[config.mk]
export PLATFORM = sky130hd
export DESIGN_NAME = float_round_and_pack_flat
export DESIGN_NICKNAME = d
export VERILOG_FILES = /design/src/rtl/core/frp_pkg.sv /design/src/rtl/core/frp_if.sv /design/src/rtl/core/frp_decode.sv /design/src/rtl/core/frp_align.sv /design/src/rtl/core/frp_round.sv /design/src/rtl/core/float_round_and_pack.sv /design/src/flat_wrapper.sv
export SDC_FILE = /design/constraint.sdc
export NUM_CORES = 1
export LEC_CHECK = 0
export BUFFER_PORTS_ARGS = -buffer_cell sky130_fd_sc_hd__buf_2
export CAP_MARGIN = 20
export CORE_MARGIN = 3
export CORE_UTILIZATION = 45
export CTS_BUF_LIST = sky130_fd_sc_hd__clkbuf_16
export CTS_CLUSTER_DIAMETER = 100
export DETAILED_ROUTE_END_ITERATION = 8
export GPL_TIMING_DRIVEN = 0
export SETUP_SLACK_MARGIN = 0.15
export SYNTH_ARGS = -nofsm -noshare
export SYNTH_HDL_FRONTEND = slang
export SYNTH_HIERARCHICAL = 1
export SYNTH_SLANG_ARGS = --single-unit
[constraint.sdc]
create_clock -name clk -period 9.29 [get_ports clk]
set_input_delay 1.3935 -clock clk [delete_from_list [all_inputs] [get_ports clk]]
set_output_delay 1.3935 -clock clk [all_outputs]
set_load 0.02 [all_outputs]
[src/rtl/core/frp_pkg.sv]
// Shared types, constants and format helpers for the float round-and-pack block.
package frp_pkg;

	localparam int MAN_B16  = 10;
	localparam int MAN_B32  = 23;
	localparam int MAN_B64  = 52;
	localparam int EXP_B16  = 5;
	localparam int EXP_B32  = 8;
	localparam int EXP_B64  = 11;
	localparam int BIAS_B16 = 15;
	localparam int BIAS_B32 = 127;
	localparam int BIAS_B64 = 1023;

	localparam int WORD_W   = 64;
	localparam int MAN_W    = MAN_B64 + 1;
	localparam int FRAME_W  = MAN_B64 + 4;
	localparam int EXP_W    = 13;
	localparam int REXP_W   = EXP_W + 1;
	localparam int BIAS_W   = EXP_B64;
	localparam int EMAX_W   = EXP_B64 + 1;

	localparam logic [2:0] RM_RNE = 3'd0;
	localparam logic [2:0] RM_RNA = 3'd1;
	localparam logic [2:0] RM_RUP = 3'd2;
	localparam logic [2:0] RM_RDN = 3'd3;
	localparam logic [2:0] RM_RTZ = 3'd4;

	typedef enum logic [1:0] {
		FMT_B16 = 2'd0,
		FMT_B32 = 2'd1,
		FMT_B64 = 2'd2
	} fmt_t;

	typedef enum logic [1:0] {
		CLS_NORM,
		CLS_ZERO,
		CLS_OVF,
		CLS_UNF
	} cls_t;

	typedef enum logic [1:0] {
		EXC_NONE = 2'd0,
		EXC_OVF  = 2'd1,
		EXC_UNF  = 2'd2
	} exc_t;

	typedef struct packed {
		logic                      sign;
		fmt_t                      dst;
		logic signed [REXP_W-1:0]  exp;
		logic                      zero;
	} s1_ctl_t;

	typedef struct packed {
		logic               sign;
		fmt_t               dst;
		cls_t               cls;
		logic [BIAS_W-1:0]  exp;
		logic [MAN_W-1:0]   man;
		logic [2:0]         grs;
	} s2_t;

	typedef struct packed {
		logic [WORD_W-1:0]  packed_res;
		exc_t               exc;
	} s3_t;

	// code three maps to binary64
	function automatic fmt_t fmt_decode(input logic [1:0] code);
		fmt_t f;
		unique case (code)
			2'd0:    f = FMT_B16;
			2'd1:    f = FMT_B32;
			default: f = FMT_B64;
		endcase
		return f;
	endfunction

	function automatic logic [BIAS_W-1:0] fmt_bias(input fmt_t f);
		logic [BIAS_W-1:0] b;
		unique case (f)
			FMT_B16: b = BIAS_W'(BIAS_B16);
			FMT_B32: b = BIAS_W'(BIAS_B32);
			default: b = BIAS_W'(BIAS_B64);
		endcase
		return b;
	endfunction

	function automatic logic [EMAX_W-1:0] fmt_emax(input fmt_t f);
		logic [EMAX_W-1:0] e;
		e = {fmt_bias(f), 1'b0};
		return e;
	endfunction

	function automatic logic [MAN_B64-1:0] qnan_frac(input fmt_t f);
		logic [MAN_B64-1:0] q;
		unique case (f)
			FMT_B16: q = MAN_B64'(1) << (MAN_B16 - 1);
			FMT_B32: q = MAN_B64'(1) << (MAN_B32 - 1);
			default: q = MAN_B64'(1) << (MAN_B64 - 1);
		endcase
		return q;
	endfunction

	function automatic logic [WORD_W-1:0] pack_word(input fmt_t f, input logic s,
			input logic [BIAS_W-1:0] e, input logic [MAN_B64-1:0] frac);
		logic [WORD_W-1:0] w;
		unique case (f)
			FMT_B16: w = WORD_W'({s, e[EXP_B16-1:0], frac[MAN_B16-1:0]});
			FMT_B32: w = WORD_W'({s, e[EXP_B32-1:0], frac[MAN_B32-1:0]});
			default: w = {s, e[EXP_B64-1:0], frac[MAN_B64-1:0]};
		endcase
		return w;
	endfunction

endpackage

[src/rtl/core/frp_if.sv]
// Valid/ready channel interfaces for operands and packed results.
interface frp_in_if;
	logic                               valid;
	logic                               ready;
	logic                               sign;
	logic signed [frp_pkg::EXP_W-1:0]   exponent;
	logic [frp_pkg::WORD_W-1:0]         significand;
	logic [1:0]                         src_format;
	logic [1:0]                         dst_format;

	modport source(output valid, sign, exponent, significand, src_format, dst_format,
		input ready);
	modport sink(input valid, sign, exponent, significand, src_format, dst_format,
		output ready);
endinterface

interface frp_out_if;
	logic                        valid;
	logic                        ready;
	logic [frp_pkg::WORD_W-1:0]  packed_res;
	logic [1:0]                  exception;

	modport source(output valid, packed_res, exception, input ready);
	modport sink(input valid, packed_res, exception, output ready);
endinterface

[src/rtl/core/frp_decode.sv]
// Stage 1 logic: exponent rebias, zero detect and leading-zero count.
module frp_decode #(
	parameter int SIG_WIDTH = 64,
	localparam int LZW = $clog2(SIG_WIDTH)
) (
	input  logic                                sign,
	input  logic signed [frp_pkg::EXP_W-1:0]    exponent,
	input  logic [SIG_WIDTH-1:0]                significand,
	input  logic [1:0]                          src_format,
	input  logic [1:0]                          dst_format,
	output frp_pkg::s1_ctl_t                    ctl,
	output logic [LZW-1:0]                      lz
);

	frp_pkg::fmt_t                             src_fmt;
	frp_pkg::fmt_t                             dst_fmt;
	logic signed [frp_pkg::REXP_W-1:0]         exp_ext;
	logic signed [frp_pkg::REXP_W-1:0]         bias_src;
	logic signed [frp_pkg::REXP_W-1:0]         bias_dst;

	assign src_fmt  = frp_pkg::fmt_decode(src_format);
	assign dst_fmt  = frp_pkg::fmt_decode(dst_format);
	assign exp_ext  = frp_pkg::REXP_W'(exponent);
	assign bias_src = signed'(frp_pkg::REXP_W'(frp_pkg::fmt_bias(src_fmt)));
	assign bias_dst = signed'(frp_pkg::REXP_W'(frp_pkg::fmt_bias(dst_fmt)));

	always_comb begin
		ctl.sign = sign;
		ctl.dst  = dst_fmt;
		ctl.exp  = exp_ext - bias_src + bias_dst;
		ctl.zero = ~|significand;
	end

	// highest set bit wins
	always_comb begin
		lz = '0;
		for (int i = 0; i < SIG_WIDTH; i++) begin
			if (significand[i]) begin
				lz = LZW'(SIG_WIDTH - 1 - i);
			end
		end
	end

endmodule

[src/rtl/core/frp_align.sv]
// Stage 2 logic: normalize, cut to target precision with guard/round/sticky, classify.
module frp_align #(
	parameter int SIG_WIDTH = 64,
	localparam int LZW = $clog2(SIG_WIDTH)
) (
	input  frp_pkg::s1_ctl_t         ctl,
	input  logic [SIG_WIDTH-1:0]     sig,
	input  logic [LZW-1:0]           lz,
	output frp_pkg::s2_t             s2
);

	localparam int NW  = (SIG_WIDTH > frp_pkg::FRAME_W) ? SIG_WIDTH : frp_pkg::FRAME_W;
	localparam int P16 = frp_pkg::MAN_B16;
	localparam int P32 = frp_pkg::MAN_B32;
	localparam int P64 = frp_pkg::MAN_B64;

	logic [SIG_WIDTH-1:0]                       norm;
	logic [NW-1:0]                              normw;
	logic signed [frp_pkg::REXP_W-1:0]          emax_s;

	assign norm   = sig << lz;
	assign normw  = NW'(norm) << (NW - SIG_WIDTH);
	assign emax_s = signed'(frp_pkg::REXP_W'(frp_pkg::fmt_emax(ctl.dst)));

	always_comb begin
		s2.sign = ctl.sign;
		s2.dst  = ctl.dst;
		s2.exp  = ctl.exp[frp_pkg::BIAS_W-1:0];

		unique case (ctl.dst)
			frp_pkg::FMT_B16: begin
				s2.man = frp_pkg::MAN_W'(normw[NW-1 -: P16+1]);
				s2.grs = {normw[NW-P16-2], normw[NW-P16-3], |normw[NW-P16-4:0]};
			end
			frp_pkg::FMT_B32: begin
				s2.man = frp_pkg::MAN_W'(normw[NW-1 -: P32+1]);
				s2.grs = {normw[NW-P32-2], normw[NW-P32-3], |normw[NW-P32-4:0]};
			end
			default: begin
				s2.man = frp_pkg::MAN_W'(normw[NW-1 -: P64+1]);
				s2.grs = {normw[NW-P64-2], normw[NW-P64-3], |normw[NW-P64-4:0]};
			end
		endcase

		priority if (ctl.zero) begin
			s2.cls = frp_pkg::CLS_ZERO;
		end else if (ctl.exp > emax_s) begin
			s2.cls = frp_pkg::CLS_OVF;
		end else if (ctl.exp < 0) begin
			s2.cls = frp_pkg::CLS_UNF;
		end else begin
			s2.cls = frp_pkg::CLS_NORM;
		end
	end

endmodule

[src/rtl/core/frp_round.sv]
// Stage 3 logic: rounding decision, increment with carry, overflow recheck and packing.
module frp_round (
	input  frp_pkg::s2_t    s2,
	input  logic [2:0]      rounding_mode,
	output frp_pkg::s3_t    res
);

	localparam int P16 = frp_pkg::MAN_B16;
	localparam int P32 = frp_pkg::MAN_B32;
	localparam int P64 = frp_pkg::MAN_B64;

	logic                               lsb;
	logic                               guard;
	logic                               inexact;
	logic                               inc;
	logic [frp_pkg::MAN_W:0]            sum;
	logic                               carry;
	logic [frp_pkg::MAN_B64-1:0]        frac;
	logic [frp_pkg::EMAX_W-1:0]         exp_r;
	logic [frp_pkg::WORD_W-1:0]         inf_word;

	assign lsb     = s2.man[0];
	assign guard   = s2.grs[2];
	assign inexact = |s2.grs;

	always_comb begin
		unique case (rounding_mode)
			frp_pkg::RM_RNE: inc = guard && (s2.grs[1] || s2.grs[0] || lsb);
			frp_pkg::RM_RNA: inc = guard;
			frp_pkg::RM_RUP: inc = !s2.sign && inexact;
			frp_pkg::RM_RDN: inc = s2.sign && inexact;
			default:         inc = 1'b0;
		endcase
	end

	assign sum = {1'b0, s2.man} + (frp_pkg::MAN_W+1)'(inc);

	// on carry the fraction bits are already zero
	always_comb begin
		unique case (s2.dst)
			frp_pkg::FMT_B16: begin
				carry = sum[P16+1];
				frac  = frp_pkg::MAN_B64'(sum[P16-1:0]);
			end
			frp_pkg::FMT_B32: begin
				carry = sum[P32+1];
				frac  = frp_pkg::MAN_B64'(sum[P32-1:0]);
			end
			default: begin
				carry = sum[P64+1];
				frac  = sum[P64-1:0];
			end
		endcase
	end

	assign exp_r    = frp_pkg::EMAX_W'(s2.exp) + frp_pkg::EMAX_W'(carry);
	assign inf_word = frp_pkg::pack_word(s2.dst, s2.sign, '1, '0);

	always_comb begin
		unique case (s2.cls)
			frp_pkg::CLS_ZERO: begin
				res.packed_res = frp_pkg::pack_word(s2.dst, s2.sign, '0, '0);
				res.exc        = frp_pkg::EXC_NONE;
			end
			frp_pkg::CLS_OVF: begin
				res.packed_res = inf_word;
				res.exc        = frp_pkg::EXC_OVF;
			end
			frp_pkg::CLS_UNF: begin
				res.packed_res = frp_pkg::pack_word(s2.dst, 1'b0, '1,
					frp_pkg::qnan_frac(s2.dst));
				res.exc        = frp_pkg::EXC_UNF;
			end
			default: begin
				if (exp_r > frp_pkg::fmt_emax(s2.dst)) begin
					res.packed_res = inf_word;
					res.exc        = frp_pkg::EXC_OVF;
				end else begin
					res.packed_res = frp_pkg::pack_word(s2.dst, s2.sign,
						exp_r[frp_pkg::BIAS_W-1:0], frac);
					res.exc        = frp_pkg::EXC_NONE;
				end
			end
		endcase
	end

endmodule

[src/rtl/core/float_round_and_pack.sv]
// Throughput: one operand per cycle while the output is not stalled; stages are decode/leading-zero
// count, align/sticky, round/pack, and the last stage is the output register.
// A stalled output holds the pipeline in place; a stage accepts while it is empty or the one
// after it can move. arst_n clears all valid bits and sets rounding_mode to nearest even.
// Top level: three-stage round-and-pack pipeline with valid/ready channels.
module float_round_and_pack #(
	parameter int SIG_WIDTH = 64
) (
	input  logic              clk,
	input  logic              arst_n,
	input  logic              cfg_we,
	input  logic [2:0]        cfg_wdata,
	frp_in_if.sink            operand,
	frp_out_if.source         result
);

	localparam int LZW = $clog2(SIG_WIDTH);

	logic [2:0]               rounding_mode_q;

	logic                     adv1;
	logic                     adv2;
	logic                     adv3;

	frp_pkg::s1_ctl_t         ctl_d;
	logic [LZW-1:0]           lz_d;
	frp_pkg::s2_t             data_d;
	frp_pkg::s3_t             res_d;

	logic                     valid_s1;
	frp_pkg::s1_ctl_t         ctl_s1;
	logic [SIG_WIDTH-1:0]     sig_s1;
	logic [LZW-1:0]           lz_s1;
	logic                     valid_s2;
	frp_pkg::s2_t             data_s2;
	logic                     valid_s3;
	frp_pkg::s3_t             res_s3;

	assign adv3 = !valid_s3 || result.ready;
	assign adv2 = !valid_s2 || adv3;
	assign adv1 = !valid_s1 || adv2;

	assign operand.ready     = adv1;
	assign result.valid      = valid_s3;
	assign result.packed_res = res_s3.packed_res;
	assign result.exception  = res_s3.exc;

	frp_decode #(
		.SIG_WIDTH(SIG_WIDTH)
	) u_decode (
		.sign       (operand.sign),
		.exponent   (operand.exponent),
		.significand(operand.significand[SIG_WIDTH-1:0]),
		.src_format (operand.src_format),
		.dst_format (operand.dst_format),
		.ctl        (ctl_d),
		.lz         (lz_d)
	);

	frp_align #(
		.SIG_WIDTH(SIG_WIDTH)
	) u_align (
		.ctl(ctl_s1),
		.sig(sig_s1),
		.lz (lz_s1),
		.s2 (data_d)
	);

	frp_round u_round (
		.s2           (data_s2),
		.rounding_mode(rounding_mode_q),
		.res          (res_d)
	);

	always_ff @(posedge clk or negedge arst_n) begin
		if (!arst_n) begin
			rounding_mode_q <= frp_pkg::RM_RNE;
			valid_s1        <= 1'b0;
			valid_s2        <= 1'b0;
			valid_s3        <= 1'b0;
		end else begin
			if (cfg_we) begin
				rounding_mode_q <= cfg_wdata;
			end
			if (adv1) begin
				valid_s1 <= operand.valid;
			end
			if (adv2) begin
				valid_s2 <= valid_s1;
			end
			if (adv3) begin
				valid_s3 <= valid_s2;
			end
		end
	end

	always_ff @(posedge clk) begin
		if (adv1) begin
			ctl_s1 <= ctl_d;
			sig_s1 <= operand.significand[SIG_WIDTH-1:0];
			lz_s1  <= lz_d;
		end
		if (adv2) begin
			data_s2 <= data_d;
		end
		if (adv3) begin
			res_s3 <= res_d;
		end
	end

endmodule

[src/flat_wrapper.sv]
// flat-port wrapper written by rule: the top's interface ports become plain ports
module float_round_and_pack_flat 
#(
	parameter int SIG_WIDTH = 64
)
  (clk, arst_n, cfg_we, cfg_wdata, operand_valid, operand_sign, operand_exponent, operand_significand, operand_src_format, operand_dst_format, operand_ready, result_valid, result_packed_res, result_exception, result_ready);
  frp_in_if operand_i ();
  frp_out_if result_i ();
  input  logic clk;
  input  logic arst_n;
  input  logic cfg_we;
  input  logic [2:0] cfg_wdata;
  input wire logic [$bits(operand_i.valid)-1:0] operand_valid;
  input wire logic [$bits(operand_i.sign)-1:0] operand_sign;
  input wire logic [$bits(operand_i.exponent)-1:0] operand_exponent;
  input wire logic [$bits(operand_i.significand)-1:0] operand_significand;
  input wire logic [$bits(operand_i.src_format)-1:0] operand_src_format;
  input wire logic [$bits(operand_i.dst_format)-1:0] operand_dst_format;
  output wire logic [$bits(operand_i.ready)-1:0] operand_ready;
  output wire logic [$bits(result_i.valid)-1:0] result_valid;
  output wire logic [$bits(result_i.packed_res)-1:0] result_packed_res;
  output wire logic [$bits(result_i.exception)-1:0] result_exception;
  input wire logic [$bits(result_i.ready)-1:0] result_ready;
  assign operand_i.valid = operand_valid;
  assign operand_i.sign = operand_sign;
  assign operand_i.exponent = operand_exponent;
  assign operand_i.significand = operand_significand;
  assign operand_i.src_format = operand_src_format;
  assign operand_i.dst_format = operand_dst_format;
  assign operand_ready = operand_i.ready;
  assign result_valid = result_i.valid;
  assign result_packed_res = result_i.packed_res;
  assign result_exception = result_i.exception;
  assign result_i.ready = result_ready;
  float_round_and_pack #(.SIG_WIDTH(SIG_WIDTH)) u_core (.clk(clk), .arst_n(arst_n), .cfg_we(cfg_we), .cfg_wdata(cfg_wdata), .operand(operand_i), .result(result_i));
endmodule
# Yosys cells after proc, flatten, opt, wreduce, memory -nomap -nowiden
# Index checks and enable logic that the tools add are counted.
# op_classes
n_eq_ne,12
mul,0
bitwise_logic,0
n_shift,1
div,0
n_reduce_logical,31
muxes,83
addsub,4
magnitude_cmp,3
# op_table
cell,n
$pmux 64 s2,3
$pmux 52 s2,2
$pmux 66 s3,1
$mux 6,32
$pmux 63 s2,1
$pmux 56 s2,1
$mux 5,16
$pmux 10 s2,4
$mux 66,1
$reduce_or 64->1,1
$shl 64x6->64,1
$add 53x1->54,1
$reduce_or 51->1,1
$reduce_or 38->1,1
$mux 4,8
$reduce_or 32->1,1
$reduce_or 16->1,1
$add 14x12->14,1
$eq 2x1->1 const B,7
$gt 14x12->1,1
$lt 14x1->1 const B,1
$sub 13x11->14,1
$add 11x1->12,1
$gt 12x12->1,1
other kinds (20),45
# totals
latch_bits,0
n_memories,0
output_inout_bits,68
mem_bits_ro,0
register_bits,232
ram_bits,0
wordCells,157
inputBits,90

# Depth between registers and ports, before layout
# depth
depth_word,63
depth_mapped,26
mapped_depth_nobuf,24

# By module
# The synthesis kept the hierarchy.
# by_module_without_submodules
module,n_inst,area_per_inst_um2,cells_each
float_round_and_pack,1,7021.7,242
frp_align,1,5134.9,608
frp_round,1,2067.0,346
frp_decode,1,1491.4,223

# Least setup slack after synthesis
# OpenSTA, ideal clock, no wires.
# synth_timing
kind,reg-to-reg
from,register u_core/data_s2[71] in the netlist's numbering
to,"register u_core.res_s3 (netlist bit u_core/result.packed_res[51]), data pin"
stages_incl_launch_ff,22
arrival_time_ns,5.284
path_buffers,1
setup_ns,0.271
slack_ns,3.735
synth_period_minus_slack_ns,5.555
t_required_ns,9.019
path_cell_list,edfxtp_1 > xor2_1 > a2111oi_0 > ha_1 > nand2_1 > nor2_1 > nand4_1 > nor4_1 > a41o_1 > ha_1 > ha_1 > nand4_1 > nor3_1 > xor2_1 > ha_1 > nand3_1 > or3_4 > nor3_4 > mux2i_1 > or2_2 > clkbuf_1 > o22ai_1
# synth_lines
element,line,rtl
start: declaration,float_round_and_pack.sv:35,frp_pkg::s2_t data_s2;
start signal: assignment,float_round_and_pack.sv:104,data_s2 <= data_d;
end signal: assignment,float_round_and_pack.sv:107,res_s3 <= res_d;
end: declaration,float_round_and_pack.sv:37,frp_pkg::s3_t res_s3;

==> metrics.txt <==
# TYPE chip_impl_metric gauge
chip_impl_metric{name="timing.final.setup_violations",unit=""} 0
chip_impl_info{name="cpLargestDelayFamily",value="simple AND/OR/NAND/NOR gates"} 1
chip_impl_metric{name="vias",unit=""} 12300
chip_impl_metric{name="die_area",unit="um2"} 37200
chip_impl_info{name="critical_path.reg2reg.endpoint",value="u_core/result.packed_res[51]"} 1
chip_impl_info{name="final_cell_mix",value="sky130_fd_sc_hd__edfxtp_1 (226), sky130_fd_sc_hd__buf_2 (166), sky130_fd_sc_hd__nor2_1 (155)"} 1
chip_impl_metric{name="synth_mux_area_share",unit="%"} 17.1
chip_impl_metric{name="detail_route.wl_per_cell",unit="um"} 23.7
chip_impl_metric{name="timing.clock.skew",unit="ns"} 0.0124
chip_impl_metric{name="setup_slack",unit="ns"} 1.60
chip_impl_metric{name="cts_inserted_buffers",unit=""} 26
chip_impl_metric{name="number_of_antenna_violations_at_the_first_check_in_global_routing",unit=""} 0
chip_impl_metric{name="placementRows",unit=""} 67
chip_impl_metric{name="number_of_drc_markers_in_iteration_0",unit=""} 1182
chip_impl_metric{name="maxClockFrequency",unit="GHz"} 0.130
chip_impl_info{name="worst_setup_path_start_kind",value="flip-flop"} 1
chip_impl_metric{name="post_cts.resized_instances",unit=""} 0
chip_impl_metric{name="final_antenna_net_count",unit=""} 0
chip_impl_metric{name="worst_skew_pair_later_pin_latency",unit="ns"} 0.54
chip_impl_info{name="r2r_start",value="u_core/data_s2[71]"} 1
chip_impl_metric{name="gp_congestion",unit=""} 1.03
chip_impl_metric{name="worst_slew_pin_slew",unit="ns"} 0.888
chip_impl_metric{name="synthesis.area",unit="um2"} 15700
chip_impl_metric{name="finalHoldViolations",unit=""} 0
chip_impl_metric{name="critical_path_buf_inv_count",unit=""} 1
chip_impl_metric{name="finalCritPeriodShare",unit="%"} 82.8
chip_impl_metric{name="hold-path-cell-count",unit=""} 1
chip_impl_metric{name="clk_transition_reported_paths",unit="ns"} 0.06
chip_impl_info{name="synth_top_flop_cell",value="sky130_fd_sc_hd__edfxtp_1"} 1
chip_impl_metric{name="synth_warnings",unit=""} 6
chip_impl_metric{name="cts.sink_count",unit=""} 232
chip_impl_info{name="cpMaxStageDelayCell",value="sky130_fd_sc_hd__nor4_1"} 1
chip_impl_metric{name="worst_vdd_rail_ir_drop",unit="mV"} 0.152
chip_impl_metric{name="avgSynthCellArea",unit="um2"} 11.1
chip_impl_info{name="clock_tree_from_tritoncts",value="done"} 1
chip_impl_metric{name="timing.critical_path.arrival",unit="ns"} 7.95
chip_impl_metric{name="post_synth_num_cell_types",unit=""} 91
chip_impl_metric{name="r2r_cells",unit=""} 22
chip_impl_metric{name="post_synth_and_or_nand_nor_area_fraction",unit="%"} 15.0
chip_impl_metric{name="post_synth_xor_area_fraction",unit="%"} 3.62
chip_impl_metric{name="die_y",unit="um"} 193
chip_impl_info{name="cell_chain_of_the_critical_path",value="xor2_1, a2111oi_0, ha_1, nand2_1, nor2_1, nand4_1, nor4_1, a41o_1, ha_1, nand2_1, nor2_1, and3_1, nand3_1, xnor2_1, ha_1, nand3_1, or3_4, nor3_4, mux2i_1, or2_2, clkbuf_1, o22ai_1"} 1
chip_impl_info{name="final_common_cell",value="sky130_fd_sc_hd__edfxtp_1"} 1
chip_impl_metric{name="detailedRoute.firstPassIterationCount",unit=""} 5
chip_impl_metric{name="compound_gate_portion_of_the_synthesized_area",unit="%"} 11.6
chip_impl_info{name="cts_root_buffer",value="sky130_fd_sc_hd__clkbuf_16"} 1
chip_impl_metric{name="synth_enable_flop_cells",unit=""} 226
chip_impl_info{name="dominant_combinational_cell_family_by_area_after_synthesis",value="multiplexers"} 1
chip_impl_metric{name="ff2ff_setup_slack",unit="ns"} 1.60
chip_impl_metric{name="portBuffers",unit=""} 152
chip_impl_metric{name="setup-tns-final",unit="ns"} 0
chip_impl_metric{name="final_period_minus_worst_setup_slack",unit="ns"} 7.69
chip_impl_metric{name="postCtsHoldBufs",unit=""} 0
chip_impl_metric{name="htree_num_levels",unit=""} 1
chip_impl_metric{name="fraction_of_final_layout_cells_with_drive_strength_greater_than_1",unit="%"} 21.7
chip_impl_info{name="grt_setup_unrepaired",value="no"} 1
chip_impl_metric{name="yosys_register_bits",unit=""} 232
chip_impl_metric{name="design.portCount",unit=""} 158
chip_impl_info{name="run_status",value="finished, final reports clean"} 1
chip_impl_metric{name="n_antenna_cell",unit=""} 0
chip_impl_info{name="holdCritStartpoint",value="u_core/ctl_s1[17]"} 1
chip_impl_metric{name="power_density",unit="nW/um2"} 206
chip_impl_metric{name="dp.final_hpwl",unit="um"} 39500
chip_impl_metric{name="report.final.slew_viol_count",unit=""} 0
chip_impl_metric{name="crit_required",unit="ns"} 9.54
chip_impl_metric{name="final-seq-area",unit="um2"} 6940
chip_impl_metric{name="wirelength",unit="um"} 49000
chip_impl_metric{name="vias_per_cell",unit=""} 5.93
chip_impl_metric{name="filler_cell_count",unit=""} 3092
chip_impl_metric{name="fin_nets",unit=""} 1737
chip_impl_metric{name="drc",unit=""} 0
chip_impl_metric{name="areaGrowthSynthToFinish",unit="%"} 14.1
chip_impl_metric{name="track_usage",unit="%"} 26.2
chip_impl_metric{name="power.leakage",unit="nW"} 6.84
chip_impl_metric{name="synthAdderAreaFrac",unit="%"} 3.71
chip_impl_metric{name="timing.max_slew.rel_slack",unit="%"} 40.1
chip_impl_info{name="most_repeated_library_cell_on_the_critical_path",value="sky130_fd_sc_hd__ha_1"} 1
chip_impl_info{name="endpoint_kind",value="flip-flop"} 1
chip_impl_metric{name="async_flop_share",unit="%"} 2.59
chip_impl_metric{name="syn-num-nets",unit=""} 1552
chip_impl_metric{name="multi_input_comb_area",unit="um2"} 8040
chip_impl_info{name="critPathKind",value="flip-flop to flip-flop"} 1
chip_impl_metric{name="number_of_violations_of_the_max_capacitance_limit",unit=""} 0
chip_impl_metric{name="dpl_worst_slack",unit="ns"} 1.46
chip_impl_metric{name="core_region_area",unit="um2"} 34000
chip_impl_metric{name="first_global_vias",unit=""} 12100
chip_impl_metric{name="post-cts-setup-buffer-count",unit=""} 0
chip_impl_metric{name="grt_first_pass_wirelength",unit="um"} 73400
chip_impl_metric{name="grt_max_degree",unit=""} 65
chip_impl_metric{name="worst_path_largest_cell_delay",unit="ns"} 0.79
chip_impl_metric{name="grt.overflow.total",unit=""} 0
chip_impl_metric{name="synth_sequential_area_ratio",unit="%"} 44.1
chip_impl_info{name="hold-path-endpoint",value="u_core/data_s2[71]"} 1
chip_impl_metric{name="crit_fanout",unit=""} 10
chip_impl_metric{name="instance_count_of_the_mapped_netlist",unit=""} 1419
chip_impl_info{name="hold_class",value="flip-flop to flip-flop"} 1
chip_impl_metric{name="cts_max_path_buffers",unit=""} 3
chip_impl_metric{name="die_x",unit="um"} 193
chip_impl_metric{name="initial_utilization",unit="%"} 46.3
-- report_power, final --
group	switching [W]	total (W)	internal [W]	leakage [nW]
logic	0.000765	0.00125	0.000484	3.99
clock network	0.000391	0.000940	0.000549	0.424
registers	0.000131	0.00150	0.00137	2.43
-- metal layers --
layer / wire length, um / global-route usage, % / vias to the layer above
met3: 2550 / 3.38 / 137
met2: 23700 / 44.9 / 467
li1: - / - / 5808
met1: 20200 / 32.7 / 5866
met5: 0 / 0 / -
met4: 2590 / 12.8 / 0
-- state kept, by name, summed over array words and instances (netlist names) --
signal / count
u_core/sig_s1: 64
u_core/rounding_mode_q: 3
u_core/result.valid: 1
u_core/result.packed_res: 64
u_core/valid_s1: 1
u_core/lz_s1: 6
u_core/data_s2: 72
u_core/result.exception: 2
u_core/valid_s2: 1
u_core/ctl_s1: 18
-- how the worst max path moves through the flow --
stage,from,to,slack [ns],depth (start not counted)
3_5_place_dp,u_core/data_s2[71],u_core/result.packed_res[51],1.46,22
4_1_cts,u_core/data_s2[71],u_core/result.packed_res[51],1.44,22
2_1_floorplan,u_core/data_s2[71],u_core/result.packed_res[51],3.73,21
5_1_grt,u_core/data_s2[71],u_core/result.packed_res[51],1.05,21
6_report,u_core/data_s2[71],u_core/result.packed_res[51],1.60,22
3_3_place_gp,u_core/data_s2[71],u_core/result.packed_res[51],1.49,21
-- area by class of cell --
class / instances / area share (%)
clock buffers: 27 / 3.77
well taps: 448 / 3.13
inverters: 61 / 1.28
plain buffers: 92 / 2.94
repair buffers: 157 / 4.76
multi-input cells: 1034 / 44.8
flip-flops and latches: 232 / 38.7
clock inverters: 20 / 0.656
-- synth_stat cells (10+ instances only) --
cell type	number	area share [%]
sky130_fd_sc_hd__and3_1	12	0.48
sky130_fd_sc_hd__edfxtp_1	226	43
sky130_fd_sc_hd__nand3_1	43	1.4
sky130_fd_sc_hd__clkbuf_1	39	0.93
sky130_fd_sc_hd__xnor2_1	40	2.2
sky130_fd_sc_hd__o22ai_1	33	1.3
sky130_fd_sc_hd__or3_1	11	0.44
sky130_fd_sc_hd__o21ai_1	15	0.48
sky130_fd_sc_hd__or4_1	11	0.53
sky130_fd_sc_hd__a21oi_1	52	1.7
sky130_fd_sc_hd__nor3_1	33	1.1
sky130_fd_sc_hd__buf_4	23	1.1
sky130_fd_sc_hd__mux2i_1	65	4.1
sky130_fd_sc_hd__a211oi_1	26	1.2
sky130_fd_sc_hd__and2_1	29	1.2
sky130_fd_sc_hd__o21ai_0	51	1.6
sky130_fd_sc_hd__inv_1	54	1.3
sky130_fd_sc_hd__nor2_1	155	3.7
sky130_fd_sc_hd__ha_1	37	2.9
sky130_fd_sc_hd__o211ai_1	10	0.48
sky130_fd_sc_hd__buf_2	14	0.45
sky130_fd_sc_hd__nand4_1	30	1.2
sky130_fd_sc_hd__mux2_2	22	1.6
sky130_fd_sc_hd__nor4_1	20	0.80
sky130_fd_sc_hd__nand2_1	91	2.2
sky130_fd_sc_hd__mux4_2	64	9.2
sky130_fd_sc_hd__a31oi_1	10	0.40
sky130_fd_sc_hd__a22oi_1	11	0.53
sky130_fd_sc_hd__xor2_1	25	1.4
sky130_fd_sc_hd__nor2b_1	11	0.44
-- metrics by stage --
stage	cell area [um2]	hold slack (ns)	power, W	utilization (%)	instances
2_1_floorplan	15700	0.455	0.00231	-	1419
3_3_place_gp	17000	0.467	0.00273	50.2	2019
3_5_place_dp	17100	0.499	0.00274	50.5	2024
4_1_cts	17900	0.513	0.00369	52.8	2071
5_1_grt	17900	0.521	0.00387	52.8	2071
6_report	17900	0.509	0.00369	52.8	2071
-- kinds of logic after synthesis --
family                   Yosys count
AO/OA/AOI/OAI                    278
adder cells (fa/ha/maj)           43
buffers and inverters            153
flip-flops                       232
AND/OR/NAND/NOR                  478
multiplexers                     170
XOR/XNOR                          65
No activity file was read; power rests on OpenSTA's default activity.
